File: config.mk
export PLATFORM = sky130hd
export DESIGN_NAME = keyframe_light_sequencer
export DESIGN_NICKNAME = d
export VERILOG_FILES = /design/src/kls_pkg.sv /design/src/kls_keyframe_ram.sv /design/src/kls_divider.sv /design/src/kls_apb_regs.sv /design/src/keyframe_light_sequencer.sv
export SDC_FILE = /design/constraint.sdc
export NUM_CORES = 2
export LEC_CHECK = 0
export BUFFER_PORTS_ARGS = -buffer_cell sky130_fd_sc_hd__buf_2
export CORE_MARGIN = 10
export CORE_UTILIZATION = 55
export DETAILED_ROUTE_END_ITERATION = 8
export PLACE_DENSITY = 0.83
export SLEW_MARGIN = 30
export SYNTH_ARGS = -nofsm -noshare
export SYNTH_HDL_FRONTEND = slang
export SYNTH_SLANG_ARGS = --single-unit
File: constraint.sdc
create_clock -name clk -period 9.8 [get_ports clk]
set_input_delay 1.47 -clock clk [delete_from_list [all_inputs] [get_ports clk]]
set_output_delay 1.47 -clock clk [all_outputs]
set_load 0.05 [all_outputs]
File: src/kls_pkg.sv
// ----------------------------------------------------------------------------
// kls_pkg: shared definitions of the keyframe light sequencer
// Sizes, codes, register layout and the sequencer state type.
// ----------------------------------------------------------------------------
`default_nettype none

package kls_pkg;

  localparam int BEAM_COUNT = 8;
  localparam int MAX_STEPS  = 8;
  localparam int TABLE_SIZE = BEAM_COUNT * MAX_STEPS;

  localparam int BEAM_W  = (BEAM_COUNT > 1) ? $clog2(BEAM_COUNT) : 1;
  localparam int STEP_W  = $clog2(MAX_STEPS + 1);
  localparam int ADDR_W  = (TABLE_SIZE > 1) ? $clog2(TABLE_SIZE) : 1;
  localparam int POS_W   = 8;
  localparam int PROD_W  = 2 * POS_W;
  localparam int DCNT_W  = $clog2(PROD_W + 1);

  localparam logic [3:0] RESET_STEP_COUNT  = 4'd5;
  localparam logic [7:0] RESET_INNER_STEPS = 8'd40;

  localparam logic REG_STEP_COUNT  = 1'b0;
  localparam logic REG_INNER_STEPS = 1'b1;

  typedef enum logic [1:0] {
    OP_TICK  = 2'd0,
    OP_START = 2'd1,
    OP_STOP  = 2'd2,
    OP_WRITE = 2'd3
  } op_t;

  typedef enum logic [1:0] {
    KIND_POWER    = 2'd0,
    KIND_POSITION = 2'd1,
    KIND_FINISHED = 2'd2
  } kind_t;

  typedef enum logic [3:0] {
    ST_IDLE,
    ST_OPEN,
    ST_FINISH,
    ST_POW_RD,
    ST_POW_EMIT,
    ST_POS_RD,
    ST_POS_MUL,
    ST_POS_DIV,
    ST_POS_EMIT
  } state_t;

  typedef struct packed {
    logic [3:0] step_count;
    logic [7:0] inner_steps;
  } cfg_t;

  function automatic logic [ADDR_W-1:0] table_addr(input logic [7:0] b, input logic [7:0] s);
    return ADDR_W'(int'(b) * MAX_STEPS + int'(s));
  endfunction

endpackage

`default_nettype wire

File: src/kls_keyframe_ram.sv
// ----------------------------------------------------------------------------
// kls_keyframe_ram: keyframe table storage
// Position and power targets per beam and step, one write and one
// registered read per cycle.
// ----------------------------------------------------------------------------
`default_nettype none

module kls_keyframe_ram
  import kls_pkg::*;
(
  input  wire logic              clk,
  input  wire logic              wr_en,
  input  wire logic [ADDR_W-1:0] wr_addr,
  input  wire logic [POS_W-1:0]  wr_position,
  input  wire logic [7:0]        wr_power,
  input  wire logic [ADDR_W-1:0] rd_addr,
  output logic      [POS_W-1:0]  rd_position,
  output logic      [7:0]        rd_power
);

  logic [POS_W-1:0] position_mem [TABLE_SIZE];
  logic [7:0]       power_mem    [TABLE_SIZE];

  always_ff @(posedge clk) begin
    if (wr_en) begin
      position_mem[wr_addr] <= wr_position;
      power_mem[wr_addr]    <= wr_power;
    end
  end

  always_ff @(posedge clk) begin
    rd_position <= position_mem[rd_addr];
    rd_power    <= power_mem[rd_addr];
  end

endmodule

`default_nettype wire

File: src/kls_divider.sv
// ----------------------------------------------------------------------------
// kls_divider: serial restoring divider
// Divides a 16-bit numerator by an 8-bit divisor, one quotient bit per cycle.
// ----------------------------------------------------------------------------
`default_nettype none

module kls_divider
  import kls_pkg::*;
(
  input  wire logic              clk,
  input  wire logic              rst,
  input  wire logic              start,
  input  wire logic [PROD_W-1:0] numerator,
  input  wire logic [7:0]        divisor,
  output logic                   busy,
  output logic                   done,
  output logic      [POS_W-1:0]  quotient
);

  logic [PROD_W-1:0] quo;
  logic [7:0]        rem;
  logic [7:0]        dsr;
  logic [DCNT_W-1:0] cnt;
  logic [8:0]        trial;
  logic [8:0]        diff;
  logic              fits;

  always_comb begin
    trial = {rem, quo[PROD_W-1]};
    diff  = trial - {1'b0, dsr};
    fits  = trial >= {1'b0, dsr};
  end

  always_ff @(posedge clk) begin
    if (rst) begin
      busy <= 1'b0;
      done <= 1'b0;
      cnt  <= '0;
    end else begin
      done <= 1'b0;
      if (start) begin
        busy <= 1'b1;
        cnt  <= DCNT_W'(PROD_W);
      end else if (busy) begin
        cnt <= cnt - 1'b1;
        if (cnt == DCNT_W'(1)) begin
          busy <= 1'b0;
          done <= 1'b1;
        end
      end
    end
  end

  always_ff @(posedge clk) begin
    if (start) begin
      quo <= numerator;
      rem <= '0;
      dsr <= divisor;
    end else if (busy) begin
      quo <= {quo[PROD_W-2:0], fits};
      rem <= fits ? diff[7:0] : trial[7:0];
    end
  end

  assign quotient = quo[POS_W-1:0];

`ifndef SYNTHESIS
  a_start_idle: assert property (@(posedge clk) disable iff (rst) start |-> !busy)
    else $error("divider started while busy");
  a_start_busy: assert property (@(posedge clk) disable iff (rst) start |=> busy)
    else $error("divider did not go busy after start");
  a_done_free: assert property (@(posedge clk) disable iff (rst) done |-> !busy)
    else $error("divider done while still busy");
`endif

endmodule

`default_nettype wire

File: src/kls_apb_regs.sv
// ----------------------------------------------------------------------------
// kls_apb_regs: configuration registers
// Step count and inner step count behind an APB-style port.
// ----------------------------------------------------------------------------
`default_nettype none

module kls_apb_regs
  import kls_pkg::*;
(
  input  wire logic        clk,
  input  wire logic        rst,
  input  wire logic        psel,
  input  wire logic        penable,
  input  wire logic        pwrite,
  input  wire logic [2:0]  paddr,
  input  wire logic [31:0] pwdata,
  output logic      [31:0] prdata,
  output logic             pready,
  output cfg_t             cfg
);

  logic wr;

  assign pready = 1'b1;
  assign wr     = psel && penable && pwrite;

  always_ff @(posedge clk) begin
    if (rst) begin
      cfg.step_count  <= RESET_STEP_COUNT;
      cfg.inner_steps <= RESET_INNER_STEPS;
    end else if (wr) begin
      unique case (paddr[2])
        REG_STEP_COUNT:  cfg.step_count  <= pwdata[3:0];
        REG_INNER_STEPS: cfg.inner_steps <= pwdata[7:0];
        default: ;
      endcase
    end
  end

  always_comb begin
    unique case (paddr[2])
      REG_STEP_COUNT:  prdata = {28'd0, cfg.step_count};
      REG_INNER_STEPS: prdata = {24'd0, cfg.inner_steps};
      default:         prdata = '0;
    endcase
  end

endmodule

`default_nettype wire

File: src/keyframe_light_sequencer.sv
// A tick gives one position word for each of the eight beams in turn; each beam
// passes through a table read, a multiply and the shared divider to its word.
// A start or a step change gives eight power words, or a finished word when no
// step is left, as does a tick past the last step. New words wait meanwhile.
// Table writes, stops and ignored words do not stall. Reset is synchronous;
// the keyframe table is not cleared and holds nothing defined until written.
// ----------------------------------------------------------------------------
// keyframe_light_sequencer: keyframe interpolation sequencer
// Steps through a keyframe table, issuing power commands at each step,
// linearly interpolated position commands at the other ticks and a finished command at the end.
// ----------------------------------------------------------------------------
`default_nettype none

module keyframe_light_sequencer
  import kls_pkg::*;
(
  input  wire logic        clk,
  input  wire logic        rst,
  input  wire logic        psel,
  input  wire logic        penable,
  input  wire logic        pwrite,
  input  wire logic [2:0]  paddr,
  input  wire logic [31:0] pwdata,
  output logic      [31:0] prdata,
  output logic             pready,
  input  wire logic        item_valid,
  output logic             item_stall,
  input  wire logic [1:0]  operation,
  input  wire logic [2:0]  beam_index,
  input  wire logic [2:0]  step_index,
  input  wire logic [7:0]  target_position,
  input  wire logic [7:0]  target_power,
  output logic             result_valid,
  input  wire logic        result_stall,
  output logic      [1:0]  command_kind,
  output logic      [2:0]  beam,
  output logic      [7:0]  value,
  output logic             last
);

  cfg_t              cfg;
  state_t            state;
  state_t            state_next;
  logic              running;
  logic [STEP_W-1:0] cur_step;
  logic [7:0]        tick;
  logic [BEAM_W-1:0] beam_cnt;
  logic [POS_W-1:0]  segment_start      [BEAM_COUNT];
  logic [POS_W-1:0]  commanded_position [BEAM_COUNT];
  logic              asc;
  logic [POS_W-1:0]  seg_q;

  logic              accept;
  op_t               op;
  logic              slot_free;
  logic              emit;
  logic [STEP_W-1:0] step_limit;
  logic [7:0]        divisor;
  logic              past_end;
  logic              beam_last;

  logic              wr_en;
  logic [ADDR_W-1:0] wr_addr;
  logic [ADDR_W-1:0] rd_addr;
  logic [POS_W-1:0]  rd_position;
  logic [7:0]        rd_power;

  logic              div_start;
  logic [PROD_W-1:0] div_num;
  logic              div_busy;
  logic              div_done;
  logic [POS_W-1:0]  div_quo;

  logic [POS_W-1:0]  seg_b;
  logic [POS_W-1:0]  diff;
  logic [POS_W-1:0]  k1;
  logic [POS_W-1:0]  new_pos;

  kls_apb_regs u_regs (
    .clk     (clk),
    .rst     (rst),
    .psel    (psel),
    .penable (penable),
    .pwrite  (pwrite),
    .paddr   (paddr),
    .pwdata  (pwdata),
    .prdata  (prdata),
    .pready  (pready),
    .cfg     (cfg)
  );

  kls_keyframe_ram u_ram (
    .clk         (clk),
    .wr_en       (wr_en),
    .wr_addr     (wr_addr),
    .wr_position (target_position),
    .wr_power    (target_power),
    .rd_addr     (rd_addr),
    .rd_position (rd_position),
    .rd_power    (rd_power)
  );

  kls_divider u_div (
    .clk       (clk),
    .rst       (rst),
    .start     (div_start),
    .numerator (div_num),
    .divisor   (divisor),
    .busy      (div_busy),
    .done      (div_done),
    .quotient  (div_quo)
  );

  assign item_stall = (state != ST_IDLE);
  assign accept     = item_valid && !item_stall;
  assign op         = op_t'(operation);
  assign slot_free  = !result_valid || !result_stall;

  assign step_limit = (int'(cfg.step_count) > MAX_STEPS) ? STEP_W'(MAX_STEPS)
                                                         : STEP_W'(cfg.step_count);
  assign divisor    = (cfg.inner_steps == 8'd0) ? 8'd1 : cfg.inner_steps;
  assign past_end   = cur_step >= step_limit;
  assign beam_last  = beam_cnt == BEAM_W'(BEAM_COUNT - 1);

  assign wr_en   = accept && (op == OP_WRITE) && (int'(beam_index) < BEAM_COUNT)
                   && (int'(step_index) < MAX_STEPS);
  assign wr_addr = table_addr({5'd0, beam_index}, {5'd0, step_index});
  assign rd_addr = table_addr(8'(beam_cnt), 8'(cur_step));

  always_comb begin
    seg_b     = segment_start[beam_cnt];
    k1        = tick + 8'd1;
    diff      = (rd_position >= seg_b) ? (rd_position - seg_b) : (seg_b - rd_position);
    div_num   = PROD_W'(diff) * PROD_W'(k1)
                + ((rd_position >= seg_b) ? PROD_W'(0) : PROD_W'(divisor - 8'd1));
    new_pos   = asc ? (seg_q + div_quo) : (seg_q - div_quo);
    div_start = (state == ST_POS_MUL);
  end

  always_ff @(posedge clk) begin
    if (rst) begin
      state <= ST_IDLE;
    end else begin
      state <= state_next;
    end
  end

  always_comb begin
    state_next = state;
    emit       = 1'b0;
    unique case (state)
      ST_IDLE: begin
        if (accept) begin
          unique case (op)
            OP_START: begin
              if (!running) begin
                state_next = ST_OPEN;
              end
            end
            OP_TICK: begin
              if (running) begin
                if (past_end) begin
                  state_next = ST_FINISH;
                end else if (tick >= divisor) begin
                  state_next = ST_OPEN;
                end else begin
                  state_next = ST_POS_RD;
                end
              end
            end
            OP_STOP, OP_WRITE: ;
            default: ;
          endcase
        end
      end
      ST_OPEN: state_next = past_end ? ST_FINISH : ST_POW_RD;
      ST_FINISH: begin
        if (slot_free) begin
          emit       = 1'b1;
          state_next = ST_IDLE;
        end
      end
      ST_POW_RD: state_next = ST_POW_EMIT;
      ST_POW_EMIT: begin
        if (slot_free) begin
          emit       = 1'b1;
          state_next = beam_last ? ST_IDLE : ST_POW_RD;
        end
      end
      ST_POS_RD:  state_next = ST_POS_MUL;
      ST_POS_MUL: state_next = ST_POS_DIV;
      ST_POS_DIV: begin
        if (div_done) begin
          state_next = ST_POS_EMIT;
        end
      end
      ST_POS_EMIT: begin
        if (slot_free) begin
          emit       = 1'b1;
          state_next = beam_last ? ST_IDLE : ST_POS_RD;
        end
      end
      default: state_next = ST_IDLE;
    endcase
  end

  always_ff @(posedge clk) begin
    if (rst) begin
      running  <= 1'b0;
      cur_step <= '0;
      tick     <= '0;
      beam_cnt <= '0;
      for (int b = 0; b < BEAM_COUNT; b++) begin
        segment_start[b]      <= '0;
        commanded_position[b] <= '0;
      end
    end else begin
      unique case (state)
        ST_IDLE: begin
          beam_cnt <= '0;
          if (accept) begin
            unique case (op)
              OP_STOP: begin
                running  <= 1'b0;
                cur_step <= '0;
                tick     <= '0;
              end
              OP_START: begin
                if (!running) begin
                  running  <= 1'b1;
                  cur_step <= '0;
                end
              end
              OP_TICK: begin
                if (running && !past_end && tick >= divisor) begin
                  cur_step <= cur_step + 1'b1;
                end
              end
              OP_WRITE: ;
              default: ;
            endcase
          end
        end
        ST_FINISH: begin
          if (slot_free) begin
            running  <= 1'b0;
            cur_step <= '0;
            tick     <= '0;
          end
        end
        ST_POW_EMIT: begin
          if (slot_free) begin
            segment_start[beam_cnt] <= commanded_position[beam_cnt];
            if (beam_last) begin
              tick <= '0;
            end else begin
              beam_cnt <= beam_cnt + 1'b1;
            end
          end
        end
        ST_POS_EMIT: begin
          if (slot_free) begin
            commanded_position[beam_cnt] <= new_pos;
            if (beam_last) begin
              tick <= tick + 8'd1;
            end else begin
              beam_cnt <= beam_cnt + 1'b1;
            end
          end
        end
        ST_OPEN, ST_POW_RD, ST_POS_RD, ST_POS_MUL, ST_POS_DIV: ;
        default: ;
      endcase
    end
  end

  always_ff @(posedge clk) begin
    if (state == ST_POS_MUL) begin
      asc   <= rd_position >= seg_b;
      seg_q <= seg_b;
    end
  end

  always_ff @(posedge clk) begin
    if (rst) begin
      result_valid <= 1'b0;
    end else if (emit) begin
      result_valid <= 1'b1;
    end else if (!result_stall) begin
      result_valid <= 1'b0;
    end
  end

  always_ff @(posedge clk) begin
    if (emit) begin
      unique case (state)
        ST_FINISH: begin
          command_kind <= KIND_FINISHED;
          beam         <= '0;
          value        <= '0;
          last         <= 1'b1;
        end
        ST_POW_EMIT: begin
          command_kind <= KIND_POWER;
          beam         <= 3'(beam_cnt);
          value        <= rd_power;
          last         <= beam_last;
        end
        default: begin
          command_kind <= KIND_POSITION;
          beam         <= 3'(beam_cnt);
          value        <= new_pos;
          last         <= beam_last;
        end
      endcase
    end
  end

`ifndef SYNTHESIS
  a_idle_clear: assert property (@(posedge clk) disable iff (rst)
      !running |-> (cur_step == '0) && (tick == '0))
    else $error("step or tick counter set while not running");
  a_finish_stops: assert property (@(posedge clk) disable iff (rst)
      (state == ST_FINISH) && slot_free |=> !running && result_valid && last)
    else $error("finished word did not stop the sequence");
  a_div_only_pos: assert property (@(posedge clk) disable iff (rst)
      div_busy |-> (state == ST_POS_DIV))
    else $error("divider busy outside the position pass");
`endif

endmodule

`default_nettype wire

== Word level (Yosys, flattened, before mapping) ==
Memories as Yosys holds them, arrays and structs flattened. A register that Yosys moved wholly into a read port is not among the register bits.
Index checks and enable logic that the tools add are counted.
Operators by class
  bitwise gates (word level): 2
  multiply operators: 1
  div/mod/pow operators: 0
  add/subtract/negate cells: 13
  order comparisons: 5
  shift operators: 0
  eq/ne operators: 30
  multiplexer cells: 75
  reduce and logical (&&, ||, !) cells: 32
Operator list (count)
  8-bit two-way mux: 13
  32-bit case mux with 2 select lines: 1
  16-bit two-way mux: 3
  4-bit two-way mux: 11
  4-bit case mux with 9 select lines: 1
  3-bit two-way mux: 11
  8-bit case mux with 4 select lines: 1
  8-bit subtractor: 4
  1-bit two-way mux: 23
  16-bit adder: 1
  4-bit by 3-bit == test with 1-bit output, second input constant: 4
  8-bit greater-or-equal comparator: 2
  8-bit by 8-bit multiplier with 16-bit output: 1
  4-bit case mux with 2 select lines: 2
  8-bit case mux with 2 select lines: 1
  8-bit AND reduction: 2
  8-bit OR reduction: 2
  2-bit != test, second input constant: 7
  4-bit case mux with 3 select lines: 1
  5-bit two-way mux: 2
  9-bit by 8-bit greater-or-equal comparator with 1-bit output: 1
  3-bit != test, second input constant: 3
  8-bit by 1-bit subtractor with 9-bit output, second input constant: 1
  8-bit by 1-bit adder with 8-bit output, second input constant: 1
  other kinds (38): 59
Word-level totals
  output and inout port bits: 49
  input port bits: 66
  bits in read-only memories: 0
  bits in latches: 0
  word-level logic and storage cells: 183
  memories kept: 4
  RAM bits: 1152
  bits in registers: 95
Memory list
  u_ram.position_mem: depth 64, width 8, read ports 1, clocked after memory_dff 1, write ports 1, RTL line kls_keyframe_ram.sv:21  | logic [POS_W-1:0] position_mem [TABLE_SIZE];
  u_ram.power_mem: depth 64, width 8, read ports 1, clocked after memory_dff 1, write ports 1, RTL line kls_keyframe_ram.sv:22  | logic [7:0] power_mem [TABLE_SIZE];
  commanded_position: depth 8, width 8, read ports 1, clocked after memory_dff 1, write ports 8, RTL line keyframe_light_sequencer.sv:49  | logic [POS_W-1:0] commanded_position [BEAM_COUNT];
  segment_start: depth 8, width 8, read ports 1, clocked after memory_dff 1, write ports 8, RTL line keyframe_light_sequencer.sv:48  | logic [POS_W-1:0] segment_start [BEAM_COUNT];

== Longest topological paths before layout ==
  depth after elaboration: 10
  mapped depth: 32
  depth with buffers taken out: 29

== Hierarchy ==
A second synthesis with hierarchy kept.
Unflattened totals
  cell total of the unflattened synthesis: 3151
  area total of the unflattened synthesis: 54441.0 um^2
By module, submodules not included
  kls_keyframe_ram: sequential area each 31069.8 um^2, cells an instance 1773, area each 39818.2 um^2, instances 1
  keyframe_light_sequencer: sequential area each 5014.8 um^2, cells an instance 1095, area each 11663.7 um^2, instances 1
  kls_divider: sequential area each 1021.0 um^2, cells an instance 194, area each 2143.3 um^2, instances 1
  kls_apb_regs: sequential area each 240.2 um^2, cells an instance 89, area each 815.8 um^2, instances 1

== Worst setup path before layout ==
Ideal clock, no wire load.
  path type: register to register
  from: reg (tool-made name)
  to: reg u_div.quo[14], data pin
  cell stages (with the launch flop): 29
  buffers on the path: 4
  period minus slack after synthesis: 7.477 ns
  library setup time: 0.268 ns
  setup slack: 2.323 ns
  required time: 9.532 ns
  data arrival time: 7.209 ns
  path through: dfxtp_1 -> clkbuf_1 -> buf_2 -> buf_2 -> mux4_2 -> mux2i_1 -> inv_1 -> ha_1 -> nand4_1 -> nand2_1 -> o221a_2 -> or3_4 -> nand4_2 -> or3b_1 -> fa_1 -> inv_1 -> fa_1 -> fa_1 -> inv_1 -> fa_1 -> inv_1 -> ha_1 -> clkbuf_1 -> and3_1 -> and3_1 -> a211oi_1 -> o21ai_0 -> xnor2_1 -> o21ai_0
RTL lines
  end signal: assignment: RTL line kls_divider.sv:56  | quo <= numerator;
  end signal: assignment: RTL line kls_divider.sv:60  | quo <= {quo[PROD_W-2:0], fits};
  end: declaration: RTL line kls_divider.sv:20  | logic [PROD_W-1:0] quo;

==> results.md <==
* Final HPWL DP at 72,100 um
* Grt total ovfl at 0
* Via/cell ratio at 6.49
* Final Max Tran Viols at 0
* Asr flop ratio synth at 0%
* Lkg Pwr at 19.5 nW
* Hold path cells at 2
* CP arrival at 8.68 ns
* Post-synth top cells: edfxtp_1, mux4_2, nor2_1, inv_1, nand2_1
* Final WL at 132,000 um
* Fin Clk Skew at 0.0719 ns
* Drc violations at 0
* Die ar. at 111,000 um^2
* Mapped Area at 54,000 um^2
* Initial Utilization at 55.7%
* Post-synth top area cell: edfxtp_1
* TNS Setup at 0 ns
* Max incr delay on CP at 0.74 ns
* Syn_area_per_cell at 17.9 um^2
* Number of synthesized register bits at 1,266
* Largest net degree at the start of global routing at 127
* CTS Buf Count at 116
* IO Pins at 115
* Post-synthesis sequential area ratio at 69.2%
* Crit-path max FO at 17
* Max-cap violations at 0
* Layout cells sized above 1 at 21.4%
* Number of buffers on the longest clock path at 3
* Reg-to-reg critical path endpoint: u_div.quo[13]
* TritonCTS clock tree: built
* Power after layout at 0.0129 W
* Slowest cell on crit path: nor3_1
* Post-synthesis cell count at 3,017
* Min-Delay Path Class: reg2reg
* CP delay by family, top: adder cells
* Worst vdd ir at 0.179 mV
* Crit path kind: reg2reg
* Power Dens Cells at 217 nW/um^2
* Routability-driven placement congestion ratio at 0.878
* Final hold viol count at 0
* Endpoint, Worst Hold: u_div.rem[5]
* Cts hold-fix bufs at 0
* Ys Warns at 0
* Area Growth Syn to Fin at 10.4%
* Root buffer cell: clkbuf_16
* Hold path start: u_div.rem[4]
* H-tree Lvls at 3
* First-pass GRT wire length at 196,000 um
* CP Buf/Inv Count at 5
* RSZ-0062 raised after global routing: no
* Initial antenna violation count at 4
* Placed Area at 55,900 um^2
* Worst Reg-to-Reg Cells at 25
* Standard-cell rows at 114
* Fmax at 0.121 GHz
* Overall Global Routing Usage at 23.6%
* # nets final at 3,348
* Synth top area share at 66.7%
* Violation count after the first detailed-route iteration at 4,015
* Final min period at 8.27 ns
* DR vias at 29,300
* Startpoint Class: flop
* Vias in the first global route at 30,000
* Outcome: finished, final reports clean
* Library cells used by synthesis at 76
* Post-CTS resize count at 0
* Clock slew at reported path FFs at 0.06 ns
* Worst path required time at 10.21 ns
* Final setup fails at 0
* Clock sinks at 1,266
* Top cells by area, synth: edfxtp_1, mux4_2, dfxtp_1, ha_1, fa_1
* Setup slack, reg-to-reg at 1.53 ns
* Most common cell in the synthesized netlist: edfxtp_1
* Slew @ Worst Pin at 1.03 ns
* Rel. slew slack at 31.6%
* Detailed-route wire length per cell at 29.3 um
* Worst-Skew Late Latency at 0.74 ns
* Number of buffers added on ports at 63
* Post-synth EDFFs at 1,199
* Crit. End Element: flop
* Prevailing post-synth register cell: edfxtp_1
* CORE AREA at 97,000 um^2
* Pre-antenna DRT Iters at 7
* Die width at 333 um
* DRT antenna net count at 0
* Final instance area at 59,600 um^2
* Setup Fix Bufs, Post-CTS at 0
* Final worst-path cycle share at 84.3%
* Die Ht at 333 um
[power breakdown]
part	internal (W)	switching, W	leakage, nW
sequential	0.00608	0.000111	11.5
combinational	0.000844	0.00153	6.25
clock	0.00238	0.00200	1.78
total	0.00930	0.00364	19.5
[worst min-delay path, delay by kind of cell, from the launching register on]
family	cells	cell delay [ns]
AOI/OAI and AO/OA	1	0.07
DFF	1	0.32
and+or+nand+nor	1	0.06
[layout make-up]
| type | instances | area (um^2) |
|---|---|---|
| Tap cell | 1276 | 1600 |
| Timing Repair Buffer | 144 | 1060 |
| Sequential cell | 1266 | 37400 |
| Clock buffer | 148 | 3080 |
| Fill cell | 6451 | 37400 |
| Antenna cell | 3 | 7.51 |
| Clock inverter | 66 | 577 |
| Inverter | 154 | 579 |
| Multi-Input combinational cell | 1455 | 15400 |
[layout by cell type (no fill, tap or decap), types with 48 or more instances in the layout]
| master | count |
|---|---|
| a21oi_1 | 62 |
| buf_2 | 48 |
| buf_4 | 87 |
| clkbuf_16 | 118 |
| dfxtp_1 | 61 |
| edfxtp_1 | 1199 |
| fa_1 | 54 |
| ha_1 | 90 |
| inv_1 | 150 |
| mux4_2 | 352 |
| nand2_1 | 130 |
| nor2_1 | 272 |
| o21ai_0 | 61 |
[layer usage]
layer  routed length [um]  GRT usage, %
met5                   42             0
met4                 4610          8.01
met3                13100          4.65
met2                67700          40.7
met1                46600          30.0
[per-stage QoR]
step | instances | utilization (%) | hold WS, ns | setup WS [ns]
floorplan | 3040 | - | 0.455 | 2.32
global placement | 4291 | 57.5 | 0.473 | 1.57
detailed placement | 4292 | 57.6 | 0.480 | 1.50
CTS | 4506 | 61.4 | 0.490 | 1.49
global route | 4509 | 61.4 | 0.513 | 0.883
finish | 4512 | 61.5 | 0.493 | 1.53
[cells by family after synthesis]
logic type               count (synthesis)  share of synthesized area (%)
flip-flops                            1266                           69.2
other                                    2                         0.0139
adder cells (fa/ha/maj)                145                           4.11
AO/OA/AOI/OAI                          262                           3.04
XOR/XNOR                                49                          0.795
AND/OR/NAND/NOR                        590                           4.98
multiplexers                           384                           15.3
buffers and inverters                  319                           2.61
[flip-flops by register name (all words and copies together) (netlist names), 2 cells and up, named ones only]
register,flops
u_div.quo,16
beam_cnt,3
segment_start,64
cur_step,4
u_ram.power_mem,512
value,8
command_kind,2
u_regs.cfg,12
state,4
beam,3
u_ram.rd_power,8
tick,8
u_div.rem,8
commanded_position,64
u_div.dsr,8
u_ram.rd_position,8
u_div.cnt,5
u_ram.position_mem,512
seg_q,8
[worst max-delay path by stage]
| stage | slack [ns] | endpoint | cells past startpoint | start |
|---|---|---|---|---|
| 2_1_floorplan | 2.32 | u_div.quo[14] | 28 | flop |
| 3_3_place_gp | 1.57 | u_div.quo[13] | 25 | flop |
| 3_5_place_dp | 1.50 | u_div.quo[13] | 25 | flop |
| 4_1_cts | 1.49 | u_div.quo[13] | 25 | flop |
| 5_1_grt | 0.88 | u_div.quo[13] | 25 | flop |
| 6_report | 1.53 | u_div.quo[13] | 25 | flop |
(Power assumes the default switching activity.)
